`config.mk`:
```
export PLATFORM = sky130hd
export DESIGN_NAME = wpsrb_divider
export DESIGN_NICKNAME = d
export VERILOG_FILES = /design/src/hdl/wpsrb_pkg.sv /design/src/hdl/wpsrb_divider.sv
export SDC_FILE = /design/constraint.sdc
export NUM_CORES = 1
export LEC_CHECK = 0
export ABC_CLOCK_PERIOD_IN_PS = 5100
export BUFFER_PORTS_ARGS = -buffer_cell sky130_fd_sc_hd__buf_4
export CORE_MARGIN = 3
export CORE_UTILIZATION = 25
export CTS_CLUSTER_DIAMETER = 50
export DETAILED_ROUTE_END_ITERATION = 7
export SETUP_SLACK_MARGIN = 0.2
export SYNTH_ARGS = -nofsm -noshare
export SYNTH_HDL_FRONTEND = slang
export SYNTH_SLANG_ARGS = --single-unit
```
`constraint.sdc`:
```
create_clock -name clk -period 5.1 [get_ports clk]
set_input_delay 0.51 -clock clk [delete_from_list [all_inputs] [get_ports clk]]
set_output_delay 0.51 -clock clk [all_outputs]
set_load 0.02 [all_outputs]
```
`src/hdl/wpsrb_pkg.sv`:
```
// Shared types and constants for the weighted prefix-sum row builder.
`default_nettype none
package wpsrb_pkg;
	localparam int MAX_KNOTS = 64;
	localparam int IDX_W     = $clog2(MAX_KNOTS);
	localparam int CNT_W     = 7;
	localparam int TIME_W    = 32;
	localparam int WIDTH_W   = 32;
	localparam int SURV_W    = 17;
	localparam int SUM_W     = 40;
	localparam int FRAC_W    = 16;
	localparam int NUM_W     = WIDTH_W + FRAC_W;
	localparam int DIV_STEPS = NUM_W;
	localparam int STEP_W    = $clog2(DIV_STEPS);
	localparam logic [SUM_W-1:0] SUM_MAX = {SUM_W{1'b1}};

	typedef enum logic {
		CMD_LOAD  = 1'b0,
		CMD_QUERY = 1'b1
	} cmd_t;

	typedef enum logic [3:0] {
		ST_IDLE,
		ST_DIV,
		ST_ACC,
		ST_SCAN,
		ST_SCAN_END,
		ST_HI_RD,
		ST_HI_LATCH,
		ST_COL_CALC,
		ST_OUT
	} state_t;
endpackage
`default_nettype wire

```
`src/hdl/wpsrb_divider.sv`:
```
// Restoring divider: saturated (width << 16) / max(survival, 1), one quotient bit per cycle.
`default_nettype none
module wpsrb_divider import wpsrb_pkg::*; (
	input  wire logic               clk,
	input  wire logic               arst_n,
	input  wire logic               start,
	input  wire logic [WIDTH_W-1:0] width_in,
	input  wire logic [SURV_W-1:0]  surv_in,
	output logic                    done,
	output logic [SUM_W-1:0]        term
);
	logic [NUM_W-1:0]  num_q;
	logic [SURV_W-1:0] rem_q;
	logic [SURV_W-1:0] den_q;
	logic [STEP_W-1:0] cnt_q;
	logic              busy_q;
	logic              done_q;
	logic [SURV_W:0]   shifted;
	logic              ge;
	logic [SURV_W:0]   diff;

	assign shifted = {rem_q, num_q[NUM_W-1]};
	assign ge      = shifted >= {1'b0, den_q};
	assign diff    = shifted - {1'b0, den_q};

	always_ff @(posedge clk or negedge arst_n) begin
		if (!arst_n) begin
			busy_q <= 1'b0;
			done_q <= 1'b0;
			cnt_q  <= '0;
		end else begin
			done_q <= 1'b0;
			if (start) begin
				busy_q <= 1'b1;
				cnt_q  <= STEP_W'(DIV_STEPS - 1);
			end else if (busy_q) begin
				cnt_q <= cnt_q - 1'b1;
				if (cnt_q == '0) begin
					busy_q <= 1'b0;
					done_q <= 1'b1;
				end
			end
		end
	end

	always_ff @(posedge clk) begin
		if (start) begin
			num_q <= {width_in, {FRAC_W{1'b0}}};
			rem_q <= '0;
			den_q <= (surv_in == '0) ? SURV_W'(1) : surv_in;
		end else if (busy_q) begin
			num_q <= {num_q[NUM_W-2:0], ge};
			rem_q <= ge ? diff[SURV_W-1:0] : shifted[SURV_W-1:0];
		end
	end

	assign done = done_q;
	assign term = (|num_q[NUM_W-1:SUM_W]) ? SUM_MAX : num_q[SUM_W-1:0];
endmodule
`default_nettype wire
```
==> results of run 1 <==
==> synthesized netlist by cell type (3+ instances only) <==
library cell  count
edfxtp_1         49
nor2_1           42
or2_2            40
clkbuf_1         35
dfxtp_1          33
nand2_1          32
a22o_1           31
inv_1            26
mux2i_1          24
ha_1             19
a21oi_1          15
a211oi_1         12
a21o_1           11
nand2b_1          9
nor3_1            9
nor4_1            9
o21ai_0           9
dfrtp_1           8
xnor2_1           8
xor2_1            8
nand3_1           5
buf_2             3
nand4_1           3
==> critical path, stage by stage (launching register included) <==
cell and delay [ns]:
edfxtp_1 0.42, nor4_1 0.35, nand2_1 0.65, or2_2 0.56
buf_4 0.16
==> power breakdown <==
part	switching [mW]	internal [mW]
Sequential	0.0194	0.807
Clock	0.295	0.387
Combinational	0.0953	0.0893
==> routing by layer <==
| metal | global-route usage [%] | routed length (um) | vias to the layer above | share of wire (%) |
|---|---|---|---|---|
| met5 | 0 | 0 | - | 0 |
| met4 | 3.481 | 155 | 0 | 1.4 |
| met3 | 2.545 | 500 | 16 | 4.4 |
| met2 | 17.52 | 5459 | 80 | 48 |
| met1 | 14.24 | 5351 | 1799 | 47 |
| li1 | - | - | 1872 | - |
==> cells by family after synthesis <==
family	Yosys count
simple gates	158
compound gates	109
flops	90
buf+inv	67
mux	24
fa+ha+maj	20
xor+xnor	16
==> stage by stage <==
stage          total power, mW  utilization, %  std cells
5_1_grt                  1.770           32.12        817
3_3_place_gp             1.027           30.48        800
4_1_cts                  1.720           32.12        817
2_1_floorplan           0.9541               -        484
6_report                 1.693           32.12        817
3_5_place_dp             1.028           30.48        800
==> sequential cells by signal, indices dropped and copies added, names as in the netlist <==
register and cells:
rem_q 17, done 1, cnt_q 6, busy_q 1
den_q 17, num_q 48
==> area by class of cell <==
cell class,count,area (um^2)
clock buffers,10,229.0
fillers,1999,12910
flip-flops and latches,90,2332
well taps,260,325.3
repair buffers,98,738.2
multi-input cells,327,2313
inverters,26,97.59
clock inverters,6,72.57
==> how the worst min path moves through the flow <==
stage / slack (ns) / cells after the start / endpoint
after floorplan: 0.21 / 0 / busy_q
after CTS: 0.34 / 1 / den_q[3]
after detailed placement: 0.34 / 1 / done
after global placement: 0.34 / 1 / done
final: 0.35 / 1 / den_q[5]
after global routing: 0.34 / 1 / den_q[2]
==> what timing repair did <==
item	4_1_cts	5_1_grt
setup endpoints to repair	0	0
hold endpoints to repair	8	0
hold buffers	1	0
==> results.tsv, run 1 <==
metric	value	unit
RePlAce Congestion	0.8306	
Post-Synth Simple-Gate Area	16.17	%
Port Buf Inserts	92	
Final Net Count	624	
crit path capture	term[38]	
H-Tree Depth	3	
Final WS setup	2.103	ns
Worst R2R Path Depth	11	
CP arrival	2.49	ns
CP required	4.59	ns
max_cap viols	0	
Synth area leader	edfxtp_1	
commonest non-fill, non-tap cells in the layout	buf_4, edfxtp_1, nor2_1, or2_2, dfxtp_1	
DR WL/cell	14.04	um
dpl ws	2.296	ns
Crit. End Element	output port	
Critical Setup Path Class	register to output port	
CTS tree	yes	
Yosys cell types	57	
Hold WC Path Type	input pin to register	
reg-to-reg slack, setup	2.31	ns
async set or reset register ratio after synthesis	8.889	%
first-pass GRT wire length	18800	um
Slew HR	23.81	%
n_diodes	0	
Setup crit start	num_q[47]	
PD cells	277.1	nW/um^2
DRC	0	
Synth Warn #	0	
Synth Area in XOR/XNOR	2.856	%
Mean Syn Cell Area	10.14	um^2
largest net degree at the start of global routing	71	
post-place instance area	5797	um^2
clock buffer depth	2	
Top FF cell, synth	edfxtp_1	
# rows	50	
area of the mapped netlist	4906	um^2
setup TNS	0	ns
die width	146.1	um
min-delay src	surv_in[5]	
final setup fails	0	
fin area	6108	um^2
post-synthesis compound-gate area fraction	17.93	%
fin. max-slew vios	0	
Root Driver	clkbuf_16	
drt initial violations	145	
status	finished clean	
mean number of vias per cell	4.611	
FF-to-FF Start	num_q[47]	
core area	19020	um^2
slew at the pin with the worst max-slew slack	1.142	ns
Final Hold Fails	0	
starting density of the core	25.80	%
CTS sink cnt	90	
area share of fa/ha/maj cells after synthesis	5.254	%
area growth from synthesis to layout	24.51	%
fmax	333.6	MHz
clk_lat worst skew	0.34	ns
fin crit period	2.997	ns
VDD IR max	0.1657	mV
post-DP HPWL	8204	um
drt first pass iters	4	
post-synthesis sequential area ratio	47.54	%
Die H	146.1	um
hold_ws	0.3484	ns
top-area cell type share of the netlist area	29.99	%
vias in the first global route	3691	
clk slew on worst S/H paths	0.07	ns
DRT antenna net count	0	
Cells after Synth	484	
final setup skew	0.005974	ns
most common cell after layout, fill and taps aside	buf_4	
main combinational cell family by area after synthesis	compound AO/OA/AOI/OAI gates	
postcts setup bufs	0	
fin crit share	58.77	%
Die Footprint	21340	um^2
RSZ-0062 raised after global routing	no	
share of layout cells above drive strength 1	29.26	%
I/O pin total	93	
via count	3767	
leak pwr	2.628	nW
CTS resizes	0	
Worst R2R End	rem_q[1]	
CP startpoint kind	register	
Crit Path Max Fanout	40	
post-synthesis mux area share	4.897	%
gr ovfl total	0	
cts bufs inserted	9	
gr usage total	10.78	%
top cells by area, synth	edfxtp_1, dfxtp_1, a22o_1	
syn nets	556	
flop and latch count out of synthesis	90	
Routed WL	11470	um
Post-synth EDFFs	49	
initial antenna violation count	0	
No activity file was read; power rests on OpenSTA's default activity.
==> inputs of run 2 (changes only) <==
--- a/config.mk
+++ b/config.mk
@@ -5,7 +5,7 @@
 export SDC_FILE = /design/constraint.sdc
 export NUM_CORES = 1
 export LEC_CHECK = 0
-export ABC_CLOCK_PERIOD_IN_PS = 5100
+export ABC_CLOCK_PERIOD_IN_PS = 2650
 export BUFFER_PORTS_ARGS = -buffer_cell sky130_fd_sc_hd__buf_4
 export CORE_MARGIN = 3
 export CORE_UTILIZATION = 25
==> constraint.sdc (replaced) <==
create_clock -name clk -period 2.65 [get_ports clk]
set_input_delay 0.265 -clock clk [delete_from_list [all_inputs] [get_ports clk]]
set_output_delay 0.265 -clock clk [all_outputs]
set_load 0.02 [all_outputs]
==> run 2 against run 1 <==
  * Combinational power rose by 110%
  * Via count is 0.32% higher
  * Core utilization is 1.4 points higher
  * Clock power up 96%
  * Wire length grew 0.99%
  * Clock skew rose by 0.0017 ns
  * Critical endpoint is now rem_q[5]
==> results.tsv, run 2 (same netlist as run 1, synthesis figures left out) <==
metric	value	unit
CTS sink cnt	90	
fmax	403.0	MHz
Routed WL	11580	um
leak pwr	2.742	nW
I/O pin total	93	
dpl ws	0.03736	ns
Regs by FF count	num_q: 48 flops, den_q: 17 flops, rem_q: 17 flops	
fin crit period	2.482	ns
most flop-heavy register	num_q	
final setup skew	0.007643	ns
Comb power frac	11.5	%
Final Hold Fails	0	
CP required	2.85	ns
status	finished clean	
fin crit share	93.64	%
CTS tree	yes	
# rows	50	
Crit Path Max Fanout	8	
commonest non-fill, non-tap cells in the layout	buf_4, edfxtp_1, or2_2, nor2_1, dfxtp_1	
clk_lat worst skew	0.35	ns
largest net degree at the start of global routing	56	
DR WL/cell	13.85	um
gr ovfl total	0	
setup TNS	0	ns
Fill cells	1984	
internal power	2.492	mW
Die H	146.1	um
DRT antenna net count	0	
VDD IR max	0.2925	mV
most common cell after layout, fill and taps aside	buf_4	
clk slew on worst S/H paths	0.07	ns
post-DP HPWL	8242	um
starting density of the core	25.80	%
Largest register FFs	48	
Slew HR	50.98	%
die width	146.1	um
Root Driver	clkbuf_16	
multi-input logic area	2374	um^2
Sw Ratio	24.79	%
Net Sw Power	0.8212	mW
sequential share of power	47.9	%
drt initial violations	172	
mean number of vias per cell	4.520	
share of layout cells above drive strength 1	33.85	%
Critical Setup Path Class	register to register	
area growth from synthesis to layout	29.81	%
slew at the pin with the worst max-slew slack	0.7326	ns
hold_ws	0.1013	ns
Crit. End Element	register	
initial antenna violation count	0	
fin. max-slew vios	0	
Final Net Count	643	
final setup fails	0	
Final WS setup	0.1685	ns
n_diodes	0	
via count	3779	
PD cells	520.2	nW/um^2
gr usage total	10.79	%
first-pass GRT wire length	18700	um
drt first pass iters	4	
vias in the first global route	3682	
Clock Power Share	40.6	%
DRC	0	
CP arrival	2.68	ns
RSZ-0062 raised after global routing	yes	
Die Footprint	21340	um^2
H-Tree Depth	3	
Port Buf Inserts	92	
CP startpoint kind	register	
register area	2332	um^2
clock buffer depth	2	
cts bufs inserted	9	
RePlAce Congestion	0.8168	
core area	19020	um^2
max_cap viols	0	
Hold WC Path Type	input pin to register	
run 2: cell types whose count changed in the layout (fill, tap and decap cells not counted), moves of 2 or more:
cell      change
buf_12        +3
buf_6         +4
inv_6         +2
a31oi_1       -2
buf_4        +12
mux2i_2       +2
a31oi_2       +2
mux2i_1       -2
a211oi_2      +2
a211oi_1      -2
run 2: metrics by stage:
step	std cells	area (um^2)	power [mW]	utilization [%]
final	836	6369	3.313	33.49
after global routing	836	6369	3.463	33.49
after CTS	832	6290	3.372	33.07
after detailed placement	811	5908	1.986	31.07
after global placement	811	5908	1.986	31.07
after floorplan	484	4910	1.836	-
run 2: final cells by class:
| class | instances | share of cell area (%) |
|---|---|---|
| inverters | 26 | 1.532 |
| clock buffers | 9 | 3.536 |
| clock inverters | 7 | 1.277 |
| repair buffers | 117 | 14.66 |
| flip-flops and latches | 90 | 36.62 |
| well taps | 260 | 5.108 |
| multi-input cells | 327 | 37.27 |
run 2: worst max-delay path: stages (launching register included):
cell	delay [ns]
edfxtp_1	0.40
inv_1	0.08
ha_2	0.18
inv_2	0.04
fa_2	0.33
a21o_1	0.18
a221o_1	0.34
a21oi_2	0.23
a21oi_4	0.11
buf_12	0.17
mux2i_2	0.18
a211oi_2	0.09
run 2: power by group through the flow:
stage,logic [mW],clock network (mW),registers [mW]
2_1_floorplan,0.229,0,1.61
3_3_place_gp,0.368,0,1.62
3_5_place_dp,0.367,0,1.62
4_1_cts,0.378,1.40,1.59
5_1_grt,0.421,1.44,1.60
6_report,0.380,1.34,1.59
run 2: what timing repair did:
action | in CTS | in global routing
buffers inserted | 4 | 4
pin swaps | 11 | 6
hold endpoints to repair | 8 | 0
resized for setup | 6 | 11
hold buffers | 1 | 0
endpoints found under the setup margin | 49 | 17
run 2: path summary, 6_finish.rpt:
check	startpoint	to	slack, ns	cells past startpoint
worst max-delay path	num_q[47]	rem_q[5]	0.17	11
worst min-delay path	surv_in[3]	den_q[3]	0.10	1
worst max register to register	num_q[47]	rem_q[5]	0.17	11
worst min register to register	rem_q[14]	rem_q[14]	0.50	2
max in group asynchronous	arst_n	done	2.25	2
min in group asynchronous	arst_n	cnt_q[3]	0.28	2
run 2: routing by layer:
metal	track usage (%)	wire, um
met1	14.44	5661
met2	17.17	5346
met3	2.980	427
met4	3.057	144
met5	0	0
==> inputs of run 3 (changes only) <==
--- a/config.mk
+++ b/config.mk
@@ -5,7 +5,7 @@
 export SDC_FILE = /design/constraint.sdc
 export NUM_CORES = 1
 export LEC_CHECK = 0
-export ABC_CLOCK_PERIOD_IN_PS = 2650
+export ABC_CLOCK_PERIOD_IN_PS = 2300
 export BUFFER_PORTS_ARGS = -buffer_cell sky130_fd_sc_hd__buf_4
 export CORE_MARGIN = 3
 export CORE_UTILIZATION = 25
==> constraint.sdc (replaced) <==
create_clock -name clk -period 2.3 [get_ports clk]
set_input_delay 0.23 -clock clk [delete_from_list [all_inputs] [get_ports clk]]
set_output_delay 0.23 -clock clk [all_outputs]
set_load 0.02 [all_outputs]
==> run 3 against run 2 <==
  * The run now ends with setup timing left
  * First-iteration DRC count up 33%
  * Global-route usage up 0.36 points
  * Core utilization up 3.7 points
  * Worst setup slack worse by 0.33 ns
  * Register-to-register slack worse by 0.33 ns
  * Combinational power up 34%
  * Clock power up 16%
  * Wire length up 12%
  * Critical endpoint is now rem_q[12]
  * Largest power group unchanged
==> results.tsv, run 3 (same netlist as run 1, synthesis figures left out) <==
metric	value	unit
leak pwr	3.148	nW
sequential share of power	47.2	%
share of layout cells above drive strength 1	38.83	%
CTS sink cnt	90	
Largest register FFs	48	
DR WL/cell	14.92	um
Crit. End Element	register	
DRC	0	
DRT antenna net count	0	
CP startpoint kind	register	
CTS tree	yes	
fin. max-slew vios	0	
H-Tree Depth	3	
Worst R2R End	rem_q[12]	
fin crit period	2.465	ns
final setup fails	17	
initial antenna violation count	0	
gr ovfl total	0	
CP cell instances	inv_1 -> ha_2 -> inv_2 -> fa_2 -> a21o_1 -> a221o_1 -> buf_6 -> a21o_1 -> a31oi_1 -> xnor2_1 -> a31o_2	
core area	19020	um^2
n_diodes	0	
Clock Power Share	39.8	%
max_cap viols	0	
first-pass GRT wire length	19520	um
Crit Path Max Fanout	3	
Comb power frac	13.0	%
drt first pass iters	4	
via count	3980	
Non-Filler Instances	873	
Final WS setup	-0.1646	ns
Sw Ratio	25.17	%
Fill cells	1925	
clk slew on worst S/H paths	0.07	ns
post-DP HPWL	8547	um
Net Sw Power	0.9817	mW
I/O pin total	93	
Routed WL	13030	um
most common cell after layout, fill and taps aside	buf_4	
status	finished with violations	
largest net degree at the start of global routing	54	
Final Hold Fails	0	
CP required	2.54	ns
PD cells	551.7	nW/um^2
cts bufs inserted	9	
Die H	146.1	um
Die Footprint	21340	um^2
fin crit share	107.2	%
die width	146.1	um
max incr delay on CP	0.40	ns
commonest non-fill, non-tap cells in the layout	buf_4, buf_6, edfxtp_1, or2_4, nor2_1	
dpl ws	-0.1245	ns
failing checks	setup timing	
Setup crit start	num_q[47]	
reg-to-reg slack, setup	-0.16	ns
Root Driver	clkbuf_16	
drt initial violations	229	
Critical Setup Path Class	register to register	
area growth from synthesis to layout	44.15	%
CP arrival	2.70	ns
Regs by FF count	num_q: 48 flops, den_q: 17 flops, rem_q: 17 flops	
internal power	2.919	mW
mean number of vias per cell	4.559	
vias in the first global route	3818	
Final Net Count	680	
VDD IR max	0.4745	mV
RePlAce Congestion	0.8549	
# rows	50	
gr usage total	11.14	%
Slew HR	64.82	%
Port Buf Inserts	92	
slowest CP cell	edfxtp_1	
Placed Cells incl. Taps	844	
cell mode on critical path	a21o_1	
Worst R2R Path Depth	11	
fmax	405.7	MHz
final setup skew	0.01016	ns
clock buffer depth	2	
starting density of the core	25.80	%
clk_lat worst skew	0.35	ns
RSZ-0062 raised after global routing	yes	
FF-to-FF Start	num_q[47]	
crit path capture	rem_q[12]	
most flop-heavy register	num_q	
slew at the pin with the worst max-slew slack	0.5222	ns
Hold WC Path Type	input pin to register	
[run 3: changes by cell type in the layout (fill, tap and decap cells not counted), moves of 3 or more]
cell / previous run / this run
buf_6: 4 / 51
or2_2: 40 / 0
clkbuf_16: 9 / 13
nor4_1: 9 / 6
or2_4: 0 / 40
buf_4: 109 / 95
[run 3: layout make-up]
type | instances | area, um^2 | area share, %
flip-flops and latches | 90 | 2332 | 32.98
repair buffers | 154 | 1458 | 20.61
clock inverters | 7 | 81.33 | 1.150
inverters | 26 | 97.59 | 1.380
well taps | 260 | 325.3 | 4.600
multi-input cells | 327 | 2552 | 36.09
clock buffers | 9 | 225.2 | 3.185
[run 3: power groups by stage]
| stage | clock network, mW | logic [mW] | registers (mW) |
|---|---|---|---|
| global route | 1.66 | 0.558 | 1.85 |
| CTS | 1.61 | 0.461 | 1.83 |
| finish | 1.55 | 0.508 | 1.84 |
| detailed placement | 0 | 0.455 | 1.87 |
| global placement | 0 | 0.455 | 1.86 |
| floorplan | 0 | 0.265 | 1.85 |
[run 3: stage by stage]
| step | instance area [um^2] | power [mW] | utilization (%) | hold slack [ns] | setup TNS [ns] |
|---|---|---|---|---|---|
| after floorplan | 4912 | 2.117 | - | -0.06559 | -0.007544 |
| after global placement | 6158 | 2.318 | 32.38 | 0.05713 | -0.2432 |
| after detailed placement | 6158 | 2.320 | 32.38 | 0.05563 | -0.7830 |
| after CTS | 6554 | 3.901 | 34.46 | 0.04642 | -2.026 |
| after global routing | 7072 | 4.070 | 37.18 | 0.05413 | -3.955 |
| final | 7072 | 3.901 | 37.18 | 0.07010 | -1.714 |
[run 3: worst min path at each step]
stage / from / end / depth (start not counted)
after floorplan: arst_n / busy_q / 0
after global placement: arst_n / done / 1
after detailed placement: arst_n / done / 1
after CTS: surv_in[3] / den_q[3] / 1
after global routing: surv_in[3] / den_q[3] / 1
final: surv_in[3] / den_q[3] / 1
[run 3: timing repair]
item / in CTS / in global routing
resized for setup: 10 / 109
gates cloned: 1 / 7
hold buffers: 1 / 0
endpoints found under the setup margin: 58 / 58
pin swaps: 2 / 9
endpoints found under the hold margin: 8 / 0
setup buffers: 0 / 4
[run 3: routing by layer]
metal | routed length [um] | vias to the layer above | global-route usage, %
li1 | - | 1989 | -
met1 | 6468 | 1920 | 14.87
met2 | 6020 | 63 | 18.35
met3 | 403 | 8 | 2.266
met4 | 134 | 0 | 3.246
met5 | 0 | - | 0
[run 3: critical path, delay by kind of cell, from the launching register on]
kind | cells | cell delay [ns]
AOI/OAI and AO/OA | 5 | 1.11
xor gates and xnor gates | 1 | 0.09
adders and majority gates | 2 | 0.51
buffers and inverters | 3 | 0.27
DFF | 1 | 0.40
